$ cat src/hdl/hule_pkg.sv
// Shared types, character codes and helper functions of the hex upload line editor.
// No dependencies; used by hule_ctrl, hule_datapath and the top level.
package hule_pkg;

    localparam logic       OP_BEGIN   = 1'b0;
    localparam logic       OP_CHAR    = 1'b1;

    localparam logic [1:0] KIND_CHAR  = 2'd0;
    localparam logic [1:0] KIND_WRITE = 2'd1;
    localparam logic [1:0] KIND_DONE  = 2'd2;

    localparam logic [7:0] CHAR_BELL  = 8'h07;
    localparam logic [7:0] CHAR_BS    = 8'h08;
    localparam logic [7:0] CHAR_LF    = 8'h0A;
    localparam logic [7:0] CHAR_CR    = 8'h0D;
    localparam logic [7:0] CHAR_SPACE = 8'h20;
    localparam logic [7:0] CHAR_COLON = 8'h3A;
    localparam logic [7:0] CHAR_DEL   = 8'h7F;

    typedef enum logic [3:0] {
        ST_IDLE,
        ST_DECODE,
        ST_PROMPT,
        ST_BKSP,
        ST_BELL,
        ST_ECHO,
        ST_CRLF,
        ST_DONE,
        ST_SCAN_ADDR,
        ST_SCAN_DATA
    } state_t;

    typedef enum logic [3:0] {
        EMIT_DIGIT3,
        EMIT_DIGIT2,
        EMIT_DIGIT1,
        EMIT_DIGIT0,
        EMIT_SPACE,
        EMIT_COLON,
        EMIT_BS,
        EMIT_BELL,
        EMIT_ECHO,
        EMIT_CR,
        EMIT_LF,
        EMIT_WRITE,
        EMIT_DONE
    } emit_sel_t;

    typedef struct packed {
        logic      load;
        logic      start;
        logic      store;
        logic      drop;
        logic      clear_line;
        logic      scan_init;
        logic      rd_en;
        logic      take_nibble;
        logic      skip;
        logic      emit;
        emit_sel_t sel;
        logic      last;
        logic      close;
    } hule_cmd_t;

    typedef struct packed {
        logic op;
        logic session;
        logic is_bksp;
        logic is_enter;
        logic is_ctrl;
        logic line_empty;
        logic line_full;
        logic scan_end;
        logic rd_hex;
        logic high;
        logic out_free;
    } hule_status_t;

    // {valid, value} of an ASCII hex digit of either case
    function automatic logic [4:0] hex_decode(input logic [7:0] c);
        logic [7:0] d;
        d = 8'h00;
        if (c >= 8'h30 && c <= 8'h39) begin
            d = c - 8'h30;
            return {1'b1, d[3:0]};
        end else if (c >= 8'h41 && c <= 8'h46) begin
            d = c - 8'h37;
            return {1'b1, d[3:0]};
        end else if (c >= 8'h61 && c <= 8'h66) begin
            d = c - 8'h57;
            return {1'b1, d[3:0]};
        end
        return 5'd0;
    endfunction

    function automatic logic [7:0] hex_glyph(input logic [3:0] n);
        if (n < 4'd10) begin
            return 8'h30 + {4'h0, n};
        end
        return 8'h37 + {4'h0, n};
    endfunction

endpackage

$ cat src/hdl/hule_ctrl.sv
// Sequencing state machine of the hex upload line editor.
// Depends on hule_pkg; drives hule_datapath through command and status structs.
module hule_ctrl (
    input  logic                  aclk,
    input  logic                  aresetn,
    input  logic                  s_tvalid,
    output logic                  s_tready,
    input  hule_pkg::hule_status_t status,
    output hule_pkg::hule_cmd_t    cmd
);

    hule_pkg::state_t state_reg, state_next;
    logic [2:0]       step_reg, step_next;

    always_ff @(posedge aclk) begin
        if (!aresetn) begin
            state_reg <= hule_pkg::ST_IDLE;
            step_reg  <= 3'd0;
        end else begin
            state_reg <= state_next;
            step_reg  <= step_next;
        end
    end

    // next state
    always_comb begin
        state_next = state_reg;
        step_next  = step_reg;
        case (state_reg)
            hule_pkg::ST_IDLE: begin
                if (s_tvalid) begin
                    state_next = hule_pkg::ST_DECODE;
                end
            end
            hule_pkg::ST_DECODE: begin
                step_next = 3'd0;
                if (status.op == hule_pkg::OP_BEGIN) begin
                    state_next = hule_pkg::ST_PROMPT;
                end else if (!status.session) begin
                    state_next = hule_pkg::ST_IDLE;
                end else if (status.is_bksp) begin
                    state_next = status.line_empty ? hule_pkg::ST_BELL : hule_pkg::ST_BKSP;
                end else if (status.is_enter) begin
                    state_next = hule_pkg::ST_CRLF;
                end else if (status.is_ctrl || status.line_full) begin
                    state_next = hule_pkg::ST_BELL;
                end else begin
                    state_next = hule_pkg::ST_ECHO;
                end
            end
            hule_pkg::ST_PROMPT: begin
                if (status.out_free) begin
                    step_next = step_reg + 3'd1;
                    if (step_reg == 3'd6) begin
                        state_next = hule_pkg::ST_IDLE;
                    end
                end
            end
            hule_pkg::ST_BKSP: begin
                if (status.out_free) begin
                    step_next = step_reg + 3'd1;
                    if (step_reg == 3'd2) begin
                        state_next = hule_pkg::ST_IDLE;
                    end
                end
            end
            hule_pkg::ST_BELL, hule_pkg::ST_ECHO, hule_pkg::ST_DONE: begin
                if (status.out_free) begin
                    state_next = hule_pkg::ST_IDLE;
                end
            end
            hule_pkg::ST_CRLF: begin
                if (status.out_free) begin
                    step_next = step_reg + 3'd1;
                    if (step_reg == 3'd1) begin
                        state_next = status.line_empty ? hule_pkg::ST_DONE
                                                       : hule_pkg::ST_SCAN_ADDR;
                    end
                end
            end
            hule_pkg::ST_SCAN_ADDR: begin
                step_next = 3'd0;
                state_next = status.scan_end ? hule_pkg::ST_PROMPT : hule_pkg::ST_SCAN_DATA;
            end
            hule_pkg::ST_SCAN_DATA: begin
                if (!status.rd_hex || status.high || status.out_free) begin
                    state_next = hule_pkg::ST_SCAN_ADDR;
                end
            end
            default: begin
                state_next = hule_pkg::ST_IDLE;
                step_next  = 3'd0;
            end
        endcase
    end

    // outputs
    always_comb begin
        cmd      = '0;
        cmd.sel  = hule_pkg::EMIT_BELL;
        s_tready = 1'b0;
        case (state_reg)
            hule_pkg::ST_IDLE: begin
                s_tready = 1'b1;
                cmd.load = s_tvalid;
            end
            hule_pkg::ST_DECODE: begin
                if (status.op == hule_pkg::OP_BEGIN) begin
                    cmd.start = 1'b1;
                end else if (status.session && !status.is_bksp && !status.is_enter
                             && !status.is_ctrl && !status.line_full) begin
                    cmd.store = 1'b1;
                end
            end
            hule_pkg::ST_PROMPT: begin
                cmd.emit = status.out_free;
                cmd.last = (step_reg == 3'd6);
                case (step_reg)
                    3'd0:    cmd.sel = hule_pkg::EMIT_DIGIT3;
                    3'd1:    cmd.sel = hule_pkg::EMIT_DIGIT2;
                    3'd2:    cmd.sel = hule_pkg::EMIT_DIGIT1;
                    3'd3:    cmd.sel = hule_pkg::EMIT_DIGIT0;
                    3'd5:    cmd.sel = hule_pkg::EMIT_COLON;
                    default: cmd.sel = hule_pkg::EMIT_SPACE;
                endcase
            end
            hule_pkg::ST_BKSP: begin
                cmd.emit = status.out_free;
                cmd.last = (step_reg == 3'd2);
                cmd.drop = status.out_free && (step_reg == 3'd2);
                cmd.sel  = (step_reg == 3'd1) ? hule_pkg::EMIT_SPACE : hule_pkg::EMIT_BS;
            end
            hule_pkg::ST_BELL: begin
                cmd.emit = status.out_free;
                cmd.last = 1'b1;
                cmd.sel  = hule_pkg::EMIT_BELL;
            end
            hule_pkg::ST_ECHO: begin
                cmd.emit = status.out_free;
                cmd.last = 1'b1;
                cmd.sel  = hule_pkg::EMIT_ECHO;
            end
            hule_pkg::ST_DONE: begin
                cmd.emit  = status.out_free;
                cmd.last  = 1'b1;
                cmd.close = status.out_free;
                cmd.sel   = hule_pkg::EMIT_DONE;
            end
            hule_pkg::ST_CRLF: begin
                cmd.emit      = status.out_free;
                cmd.sel       = (step_reg == 3'd0) ? hule_pkg::EMIT_CR : hule_pkg::EMIT_LF;
                cmd.scan_init = status.out_free && (step_reg == 3'd1);
            end
            hule_pkg::ST_SCAN_ADDR: begin
                cmd.clear_line = status.scan_end;
                cmd.rd_en      = !status.scan_end;
            end
            hule_pkg::ST_SCAN_DATA: begin
                cmd.sel         = hule_pkg::EMIT_WRITE;
                cmd.skip        = !status.rd_hex;
                cmd.take_nibble = status.rd_hex && status.high;
                cmd.emit        = status.rd_hex && !status.high && status.out_free;
            end
            default: begin
                cmd = '0;
            end
        endcase
    end

endmodule

$ cat src/hdl/hule_datapath.sv
// Datapath of the hex upload line editor: input latch, line store, scan and output register.
// Depends on hule_pkg; commanded by hule_ctrl.
module hule_datapath #(
    parameter int LINE_LENGTH = 64
) (
    input  logic                  aclk,
    input  logic                  aresetn,
    input  logic                  s_tuser,
    input  logic [23:0]           s_tdata,
    output logic                  m_tvalid,
    input  logic                  m_tready,
    output logic [31:0]           m_tdata,
    output logic [1:0]            m_tuser,
    output logic                  m_tlast,
    input  hule_pkg::hule_cmd_t    cmd,
    output hule_pkg::hule_status_t status
);

    localparam int AW = (LINE_LENGTH > 1) ? $clog2(LINE_LENGTH) : 1;
    localparam int CW = $clog2(LINE_LENGTH + 1);
    localparam logic [CW-1:0] LINE_MAX = CW'(LINE_LENGTH);

    logic             op_reg;
    logic [15:0]      start_addr_reg;
    logic [7:0]       rx_char_reg;
    logic [7:0]       rd_data_reg;
    logic [7:0]       line_mem [LINE_LENGTH];

    logic             session_reg, session_next;
    logic [CW-1:0]    line_count_reg, line_count_next;
    logic [15:0]      write_addr_reg, write_addr_next;
    logic [CW-1:0]    scan_idx_reg, scan_idx_next;
    logic             high_reg, high_next;
    logic [3:0]       acc_reg, acc_next;

    logic             out_valid_reg, out_valid_next;
    logic [1:0]       out_kind_reg;
    logic [7:0]       out_tx_reg;
    logic [15:0]      out_addr_reg;
    logic [7:0]       out_data_reg;
    logic             out_last_reg;

    logic [4:0]       rd_hex;
    logic             out_free;
    logic             advance;
    logic [1:0]       emit_kind;
    logic [7:0]       emit_tx;
    logic [15:0]      emit_addr;
    logic [7:0]       emit_data;

    assign rd_hex   = hule_pkg::hex_decode(rd_data_reg);
    assign out_free = !out_valid_reg || m_tready;
    assign advance  = cmd.skip || cmd.take_nibble
                      || (cmd.emit && cmd.sel == hule_pkg::EMIT_WRITE);

    assign status.op         = op_reg;
    assign status.session    = session_reg;
    assign status.is_bksp    = (rx_char_reg == hule_pkg::CHAR_BS)
                               || (rx_char_reg == hule_pkg::CHAR_DEL);
    assign status.is_enter   = (rx_char_reg == hule_pkg::CHAR_LF)
                               || (rx_char_reg == hule_pkg::CHAR_CR);
    assign status.is_ctrl    = (rx_char_reg < hule_pkg::CHAR_SPACE);
    assign status.line_empty = (line_count_reg == '0);
    assign status.line_full  = (line_count_reg >= LINE_MAX);
    assign status.scan_end   = (scan_idx_reg == line_count_reg);
    assign status.rd_hex     = rd_hex[4];
    assign status.high       = high_reg;
    assign status.out_free   = out_free;

    // input latch and line store
    always_ff @(posedge aclk) begin
        if (cmd.load) begin
            op_reg         <= s_tuser;
            start_addr_reg <= s_tdata[15:0];
            rx_char_reg    <= s_tdata[23:16];
        end
        if (cmd.store) begin
            line_mem[line_count_reg[AW-1:0]] <= rx_char_reg;
        end
        if (cmd.rd_en) begin
            rd_data_reg <= line_mem[scan_idx_reg[AW-1:0]];
        end
    end

    always_comb begin
        session_next    = session_reg;
        line_count_next = line_count_reg;
        write_addr_next = write_addr_reg;
        scan_idx_next   = scan_idx_reg;
        high_next       = high_reg;
        acc_next        = acc_reg;
        if (cmd.start) begin
            session_next    = 1'b1;
            line_count_next = '0;
            write_addr_next = start_addr_reg;
        end
        if (cmd.close) begin
            session_next = 1'b0;
        end
        if (cmd.store) begin
            line_count_next = line_count_reg + CW'(1);
        end
        if (cmd.drop) begin
            line_count_next = line_count_reg - CW'(1);
        end
        if (cmd.clear_line) begin
            line_count_next = '0;
        end
        if (cmd.scan_init) begin
            scan_idx_next = '0;
            high_next     = 1'b1;
        end
        if (cmd.take_nibble) begin
            acc_next  = rd_hex[3:0];
            high_next = 1'b0;
        end
        if (cmd.emit && cmd.sel == hule_pkg::EMIT_WRITE) begin
            write_addr_next = write_addr_reg + 16'd1;
            high_next       = 1'b1;
        end
        if (advance) begin
            scan_idx_next = scan_idx_reg + CW'(1);
        end
    end

    // result field selection
    always_comb begin
        emit_kind = hule_pkg::KIND_CHAR;
        emit_tx   = 8'h00;
        emit_addr = 16'h0000;
        emit_data = 8'h00;
        case (cmd.sel)
            hule_pkg::EMIT_DIGIT3: emit_tx = hule_pkg::hex_glyph(write_addr_reg[15:12]);
            hule_pkg::EMIT_DIGIT2: emit_tx = hule_pkg::hex_glyph(write_addr_reg[11:8]);
            hule_pkg::EMIT_DIGIT1: emit_tx = hule_pkg::hex_glyph(write_addr_reg[7:4]);
            hule_pkg::EMIT_DIGIT0: emit_tx = hule_pkg::hex_glyph(write_addr_reg[3:0]);
            hule_pkg::EMIT_SPACE:  emit_tx = hule_pkg::CHAR_SPACE;
            hule_pkg::EMIT_COLON:  emit_tx = hule_pkg::CHAR_COLON;
            hule_pkg::EMIT_BS:     emit_tx = hule_pkg::CHAR_BS;
            hule_pkg::EMIT_BELL:   emit_tx = hule_pkg::CHAR_BELL;
            hule_pkg::EMIT_ECHO:   emit_tx = rx_char_reg;
            hule_pkg::EMIT_CR:     emit_tx = hule_pkg::CHAR_CR;
            hule_pkg::EMIT_LF:     emit_tx = hule_pkg::CHAR_LF;
            hule_pkg::EMIT_WRITE: begin
                emit_kind = hule_pkg::KIND_WRITE;
                emit_addr = write_addr_reg;
                emit_data = {acc_reg, rd_hex[3:0]};
            end
            hule_pkg::EMIT_DONE:   emit_kind = hule_pkg::KIND_DONE;
            default:               emit_tx = 8'h00;
        endcase
    end

    // hold the result until the far side takes it
    always_comb begin
        out_valid_next = out_valid_reg;
        if (cmd.emit) begin
            out_valid_next = 1'b1;
        end else if (m_tready) begin
            out_valid_next = 1'b0;
        end
    end

    always_ff @(posedge aclk) begin
        if (!aresetn) begin
            session_reg    <= 1'b0;
            line_count_reg <= '0;
            write_addr_reg <= 16'h0000;
            scan_idx_reg   <= '0;
            high_reg       <= 1'b1;
            acc_reg        <= 4'h0;
            out_valid_reg  <= 1'b0;
        end else begin
            session_reg    <= session_next;
            line_count_reg <= line_count_next;
            write_addr_reg <= write_addr_next;
            scan_idx_reg   <= scan_idx_next;
            high_reg       <= high_next;
            acc_reg        <= acc_next;
            out_valid_reg  <= out_valid_next;
        end
    end

    always_ff @(posedge aclk) begin
        if (cmd.emit) begin
            out_kind_reg <= emit_kind;
            out_tx_reg   <= emit_tx;
            out_addr_reg <= emit_addr;
            out_data_reg <= emit_data;
            out_last_reg <= cmd.last;
        end
    end

    assign m_tvalid = out_valid_reg;
    assign m_tdata  = {out_data_reg, out_addr_reg, out_tx_reg};
    assign m_tuser  = out_kind_reg;
    assign m_tlast  = out_last_reg;

endmodule

$ cat src/hdl/hex_upload_line_editor_core.sv
// Top level of the hex upload line editor: controller plus datapath.
// Depends on hule_pkg, hule_ctrl and hule_datapath.
//
// Serial hex upload loader with line editing. A begin request (s_tuser = 0) opens a session at
// start_address and sends the prompt "AAAA : "; character requests (s_tuser = 1) are edited
// into a line store and echoed, and Enter turns the line's hex digit pairs into memory write
// results followed by a fresh prompt, or closes the session on an empty line. One request is
// handled at a time: it is decoded, then its results are sent in order. On an Enter on a
// non-empty line the line store is walked one entry at a time through its single registered
// read port: each entry is read, then skipped if it is not a hex digit, kept as the high
// nibble, or sent with the kept nibble as a write. A stalled result register holds the sequence
// until it frees. The next request is taken while the final result still waits.
module hex_upload_line_editor_core #(
    parameter int LINE_LENGTH = 64
) (
    input  logic        aclk,
    input  logic        aresetn,
    input  logic        s_tvalid,
    output logic        s_tready,
    input  logic [23:0] s_tdata,  // start_address [15:0], rx_char [23:16]
    input  logic        s_tuser,  // operation [0]
    output logic        m_tvalid,
    input  logic        m_tready,
    output logic [31:0] m_tdata,  // tx_char [7:0], mem_address [23:8], mem_data [31:24]
    output logic [1:0]  m_tuser,  // kind [1:0]
    output logic        m_tlast
);

    hule_pkg::hule_cmd_t    cmd;
    hule_pkg::hule_status_t status;

    hule_ctrl u_ctrl (
        .aclk     (aclk),
        .aresetn  (aresetn),
        .s_tvalid (s_tvalid),
        .s_tready (s_tready),
        .status   (status),
        .cmd      (cmd)
    );

    hule_datapath #(
        .LINE_LENGTH (LINE_LENGTH)
    ) u_datapath (
        .aclk     (aclk),
        .aresetn  (aresetn),
        .s_tuser  (s_tuser),
        .s_tdata  (s_tdata),
        .m_tvalid (m_tvalid),
        .m_tready (m_tready),
        .m_tdata  (m_tdata),
        .m_tuser  (m_tuser),
        .m_tlast  (m_tlast),
        .cmd      (cmd),
        .status   (status)
    );

endmodule

$ cat config.mk
export PLATFORM = sky130hd
export DESIGN_NAME = hex_upload_line_editor_core
export DESIGN_NICKNAME = d
export VERILOG_FILES = /design/src/hdl/hule_pkg.sv /design/src/hdl/hule_ctrl.sv /design/src/hdl/hule_datapath.sv /design/src/hdl/hex_upload_line_editor_core.sv
export SDC_FILE = /design/constraint.sdc
export NUM_CORES = 1
export LEC_CHECK = 0
export ABC_CLOCK_PERIOD_IN_PS = 4400
export BUFFER_PORTS_ARGS = -buffer_cell sky130_fd_sc_hd__buf_2
export CORE_AREA = 2 2 297 299
export CTS_CLUSTER_DIAMETER = 100
export DETAILED_ROUTE_END_ITERATION = 6
export DIE_AREA = 0 0 299 301
export PLACE_DENSITY_LB_ADDON = 0.05
export REMOVE_ABC_BUFFERS = 1
export SLEW_MARGIN = 20
export SYNTH_ARGS = -nofsm -noshare
export SYNTH_HDL_FRONTEND = slang
export SYNTH_SLANG_ARGS = --single-unit
$ cat constraint.sdc
create_clock -name aclk -period 4.4 [get_ports aclk]
set_input_delay 0 -clock aclk [delete_from_list [all_inputs] [get_ports aclk]]
set_output_delay 0 -clock aclk [all_outputs]
set_load 0.02 [all_outputs]
======== Yosys cells after proc, flatten, opt, wreduce, memory -nomap -nowiden ========
Memory sizes are Yosys's and may differ from the RTL's. A register that Yosys moved wholly into a read port is not among the register bits.
Index checks and enable logic that the tools add are counted.
Widths: inputs -> output; s select.
word-level totals
  RAM bits ................................ 512
  flip-flop bits (word level) ............. 104
  logic and storage cells ................. 211
  output and inout bits ................... 37
  memories ................................ 1
operators by class
  add/subtract/negate cells ............... 16
  bitwise operators ....................... 2
  mux-type cells .......................... 75
  eq/ne operators ......................... 41
  magnitude comparators ................... 12
  reductions and logical operators ........ 47
memory list
  memory               depth  bits a word  rd ports  clocked after memory_dff  write ports  line                 RTL
  u_datapath.line_mem  64     8            1         1                         1            hule_datapath.sv:27  logic [7:0] line_mem [LINE_LENGTH];
operator list
  kind                   count
  $pmux 8 s11            1
  $mux 8                 8
  $mux 4                 15
  $add 6x4->7 const A    8
  $pmux 5 s8             1
  $mux 7                 5
  $eq 4x3->1 const B     8
  $mux 16                2
  $pmux 4 s8             1
  $eq 4x4->1 const B     7
  $mux 1                 28
  $eq 8x4->1 const B     3
  $mux 5                 4
  $ne 2x1->1 const B     9
  $add 16x1->16 const B  1
  $eq 4x2->1 const B     4
  $ge 8x7->1 const B     2
  $le 8x7->1 const B     2
  $lt 4x4->1 const B     4
  $pmux 3 s5             1
  $add 7x1->7 const B    2
  $logic_and 1x1->1      13
  $reduce_and 9->1       1
  $reduce_or 3->1        3
  other kinds (31)       60

======== Longest topological paths before layout ========
  depth after elaboration ................. 13
  depth in mapped cells ................... 10

======== By module ========
From an unflattened synthesis, not the netlist that was laid out.
second synthesis, totals
  cells, all modules ...................... 1,603
  area, all modules ....................... 26,345.3 um2
modules (own cells, without submodules)
  module         area each (um2)  instances  sequential area each (um2)  cells an instance
  hule_datapath  25,431.9         1          18,157.4                    1,468
  hule_ctrl      913.4            1          140.1                       135

======== Worst setup path after synthesis ========
No wires, ideal clock.
  kind .................................... flip-flop to flip-flop
  start point ............................. reg u_datapath.rx_char_reg[7]
  end point ............................... mem u_datapath.line_mem[57][0] (enable)
  path slack .............................. 1.337 ns
  required time ........................... 4.029 ns
  library setup time ...................... 0.371 ns
  arrival time ............................ 2.692 ns
  period minus slack after synthesis ...... 3.063 ns
  cell stages (with the launch flop) ...... 7
  cell sequence ........................... edfxtp_1 > nand2b_1 > nor3_1 > or4_4 > nor2_2 > nand3_1 > nor2_1
on the way
  cells in the longest elaborated chain, start to end .. 12
  elaborated cells on any way between the ends .. 19
  classes of those cells .................. 1 x order compare; 4 x eq/ne; 5 x mux; 9 x reduce/logical
ends and longest elaborated chain
  element                                             line                 RTL
  start, declared                                     hule_datapath.sv:25  logic [7:0] rx_char_reg;
  start signal, assigned                              hule_datapath.sv:75  rx_char_reg <= s_tdata[23:16];
  branches (longest 5 deep; another with $lt 8x6->1)  -
  $logic_and 1x1->1 (*) (2 in series)                 hule_ctrl.sv:111     && !status.is_ctrl && !status.line_full) begin
  $mux 1 (*)                                          hule_ctrl.sv:110     end else if (status.session && !status.is_bksp && !status.is_enter
  $mux 1 (*)                                          hule_ctrl.sv:108     if (status.op == hule_pkg::OP_BEGIN) begin
  $mux 2 (*)                                          hule_ctrl.sv:102     case (state_reg)
  $mux 1 (*)                                          hule_datapath.sv:77  if (cmd.store) begin
  $mux 1 (not written as such) (*)                    hule_datapath.sv:78  line_mem[line_count_reg[AW-1:0]] <= rx_char_reg;
  end, declared                                       hule_datapath.sv:27
Mark *: on every way between the ends.

======== Final worst setup path ========
  start point ............................. reg u_ctrl.state_reg[1]
  end point ............................... mem u_datapath.line_mem[8][7] (enable)
on the way
  cells in the longest elaborated chain, start to end .. 4
ends and longest elaborated chain
  element                       line                 RTL
  start, declared               hule_ctrl.sv:12      hule_pkg::state_t state_reg, state_next;
  start signal, assigned        hule_ctrl.sv:17      state_reg <= hule_pkg::ST_IDLE;
  start signal, assigned        hule_ctrl.sv:20      state_reg <= state_next;
  $eq 4x1->1                    hule_ctrl.sv:102
  $mux 2                        hule_ctrl.sv:102
  $mux 1                        hule_datapath.sv:77
  $mux 1 (not written as such)  hule_datapath.sv:78
Every way passes these cells.

==> impl_metrics.tcl <==
set metrics [dict create \
    worst_slack_ns 0.889 \
    synth_seq_area_share 0.710 \
    gp_congestion 0.823 \
    synth_cell_types 77 \
    start_kind "flip-flop" \
    fin_total_pwr_mw 13.6 \
    relSlewSlack 0.289 \
    drc 0 \
    cts_root_buf "clkbuf_16" \
    ys.warnings.count 0 \
    status "finished clean" \
    seqCellArea_um2 18300 \
    hold_viol 0 \
    worst-path-buf-inv 0 \
    setup_viol 0 \
    synth.ff_latch_count 624 \
    cp_top_family "simple AND/OR/NAND/NOR gates" \
    core_um2 86500 \
    insertion_delay_ns 0.62 \
    nFillCells 8231 \
    async_flop_share 0 \
    cp_common_cell "nor2_1" \
    clk_path_buf_depth 3 \
    vdd_drop_max_mv 0.305 \
    start_util 0.298 \
    antenna_cells 0 \
    row_count 108 \
    worstPathArrival_ns 3.75 \
    vias 14600 \
    largest_register_ff_count 512 \
    synth_area_um2 25800 \
    drive_above_1_share 0.225 \
    dieArea_um2 90000 \
    io_pins 66 \
    initialDrtViolationCount 1200 \
    stdcell_area_um2 30600 \
    cp_slowest_cell "nor2_1" \
    routed_wl_mm 74.9 \
    area_growth_pct 18.9 \
    min_period_ns 3.51 \
    grt_first_pass_wirelength_mm 109 \
    rsz0062_at_grt "no" \
    grt_usage 0.167 \
    dp_hpwl_mm 47.3 \
    io_buffers 65 \
    cts_max_level 3 \
    post_cts_buffers 0 \
    grt_max_degree 66 \
    worstPathMaxFanout 16 \
    place_area_um2 27700 \
    final_common_cell "edfxtp_1" \
    overflow 0 \
    utilization 0.354 \
    die_y_um 301 \
    slowest_delay_ns 0.82 \
    critPathKind "flip-flop to flip-flop" \
    drt-vias-per-instance 5.00 \
    grt_pass1_vias 14900 \
    crit_path_end_kind "flip-flop" \
    layout_common_cells "edfxtp_1 (580), nor2_1 (140), mux4_2 (129)" \
    cts-buffers-inserted 76 \
    clk_pin_slew_worst_paths_ns 0.07 \
    pre_cts_slack_ns 0.968 \
    synth_cells 1548 \
    worstPathRequired_ns 4.63 \
    synth_edf_count 580 \
    dr.pass1.iters 5 \
    hp-class "input port to flip-flop" \
    fmax_mhz 285 \
    whs_ns 0.0633 \
    wl_per_cell_um 25.7 \
    nets 1745 \
    syn_avg_cell_area_um2 16.6 \
    cts_tree "yes" \
    synth_ff_type "edfxtp_1" \
    antenna_left 0 \
    tightestPinTransition_ns 1.06 \
    antenna_found_initial 0 \
    timing.final.crit_share 0.798 \
    multiInputGateArea_um2 6980 \
    worst_clock_skew_ns 0.0281 \
    cap_violations 0 \
    die_w_um 299 \
    p_per_area_nw_per_um2 444 \
    path_cells "nor2_1, nand4_1, or4_4, nor2_2, nand2_1, nor2_1" \
    clock_sinks 624 \
    slew_violations 0 \
    p_leak_nw 9.62 \
]
[repair_timing]
action,in CTS,in global routing
hold endpoints to repair,40,0
gates resized for setup,0,0
hold buffers,28,0
[layer usage]
layer,share of wire,vias up,GRT usage
li1,-,6516,-
met1,0.47,7604,0.236
met2,0.46,347,0.262
met3,0.042,104,0.0284
met4,0.025,0,0.0515
met5,0,-,0
[worst register-to-register path: cells and delay by family, from the launching register on]
family,cells,cell delay (ns)
flops,1,0.45
simple gates,6,2.68
[worst paths after layout]
| check | start | end | slack [ns] | depth (start not counted) |
|---|---|---|---|---|
| worst max-delay path | u_ctrl.state_reg[1] | u_datapath.line_mem[8][7] | 0.89 | 6 |
| worst min-delay path | m_tready | u_datapath.m_tvalid | 0.06 | 3 |
| worst max register to register | u_ctrl.state_reg[1] | u_datapath.line_mem[8][7] | 0.89 | 6 |
| worst min register to register | u_datapath.acc_reg[2] | u_datapath.acc_reg[2] | 0.50 | 2 |
[through the flow]
step	setup TNS, ns	instances
CTS	0	2915
global route	0	2915
global placement	0	2746
detailed placement	0	2746
floorplan	-34.79	1459
finish	0	2915
[cell usage after synthesis (all sizes together) (10+ instances only)]
library cell	instances	area share
a21oi	43	0.0084
a22oi	57	0.017
and2	11	0.0027
and3	19	0.0046
buf	32	0.0060
clkbuf	57	0.0083
dfxtp	44	0.034
edfxtp	580	0.68
ha	19	0.0092
inv	32	0.0047
mux2i	13	0.0051
mux4	129	0.11
nand2	63	0.0092
nand2b	13	0.0032
nand3	60	0.012
nand4	21	0.0051
nor2	143	0.021
nor2b	14	0.0034
nor3	17	0.0033
o21ai	38	0.0074
o22ai	10	0.0024
xnor2	13	0.0044
[final cells by class]
cell class                 count  area share
timing repair buffer         160      0.0374
sequential                   624       0.598
multi-input combinational    802       0.228
tap                         1155      0.0472
clock buffer                 105      0.0698
inverter                      33     0.00405
clock inverter                36      0.0155
[power by group]
group	total (mW)	internal (mW)	leakage (nW)	switching, mW
combinational	0.422	0.102	2.71	0.320
sequential	6.62	6.58	5.63	0.0409
clock	6.55	4.05	1.28	2.50
[cell families after synthesis]
group	Yosys count	synth area share
compound gates	223	0.0610
buf+inv	122	0.0191
flops	624	0.710
simple gates	400	0.0760
fa+ha+maj	19	0.00923
mux	145	0.119
xor+xnor	15	0.00510
Power figures use the tool's default switching activity.
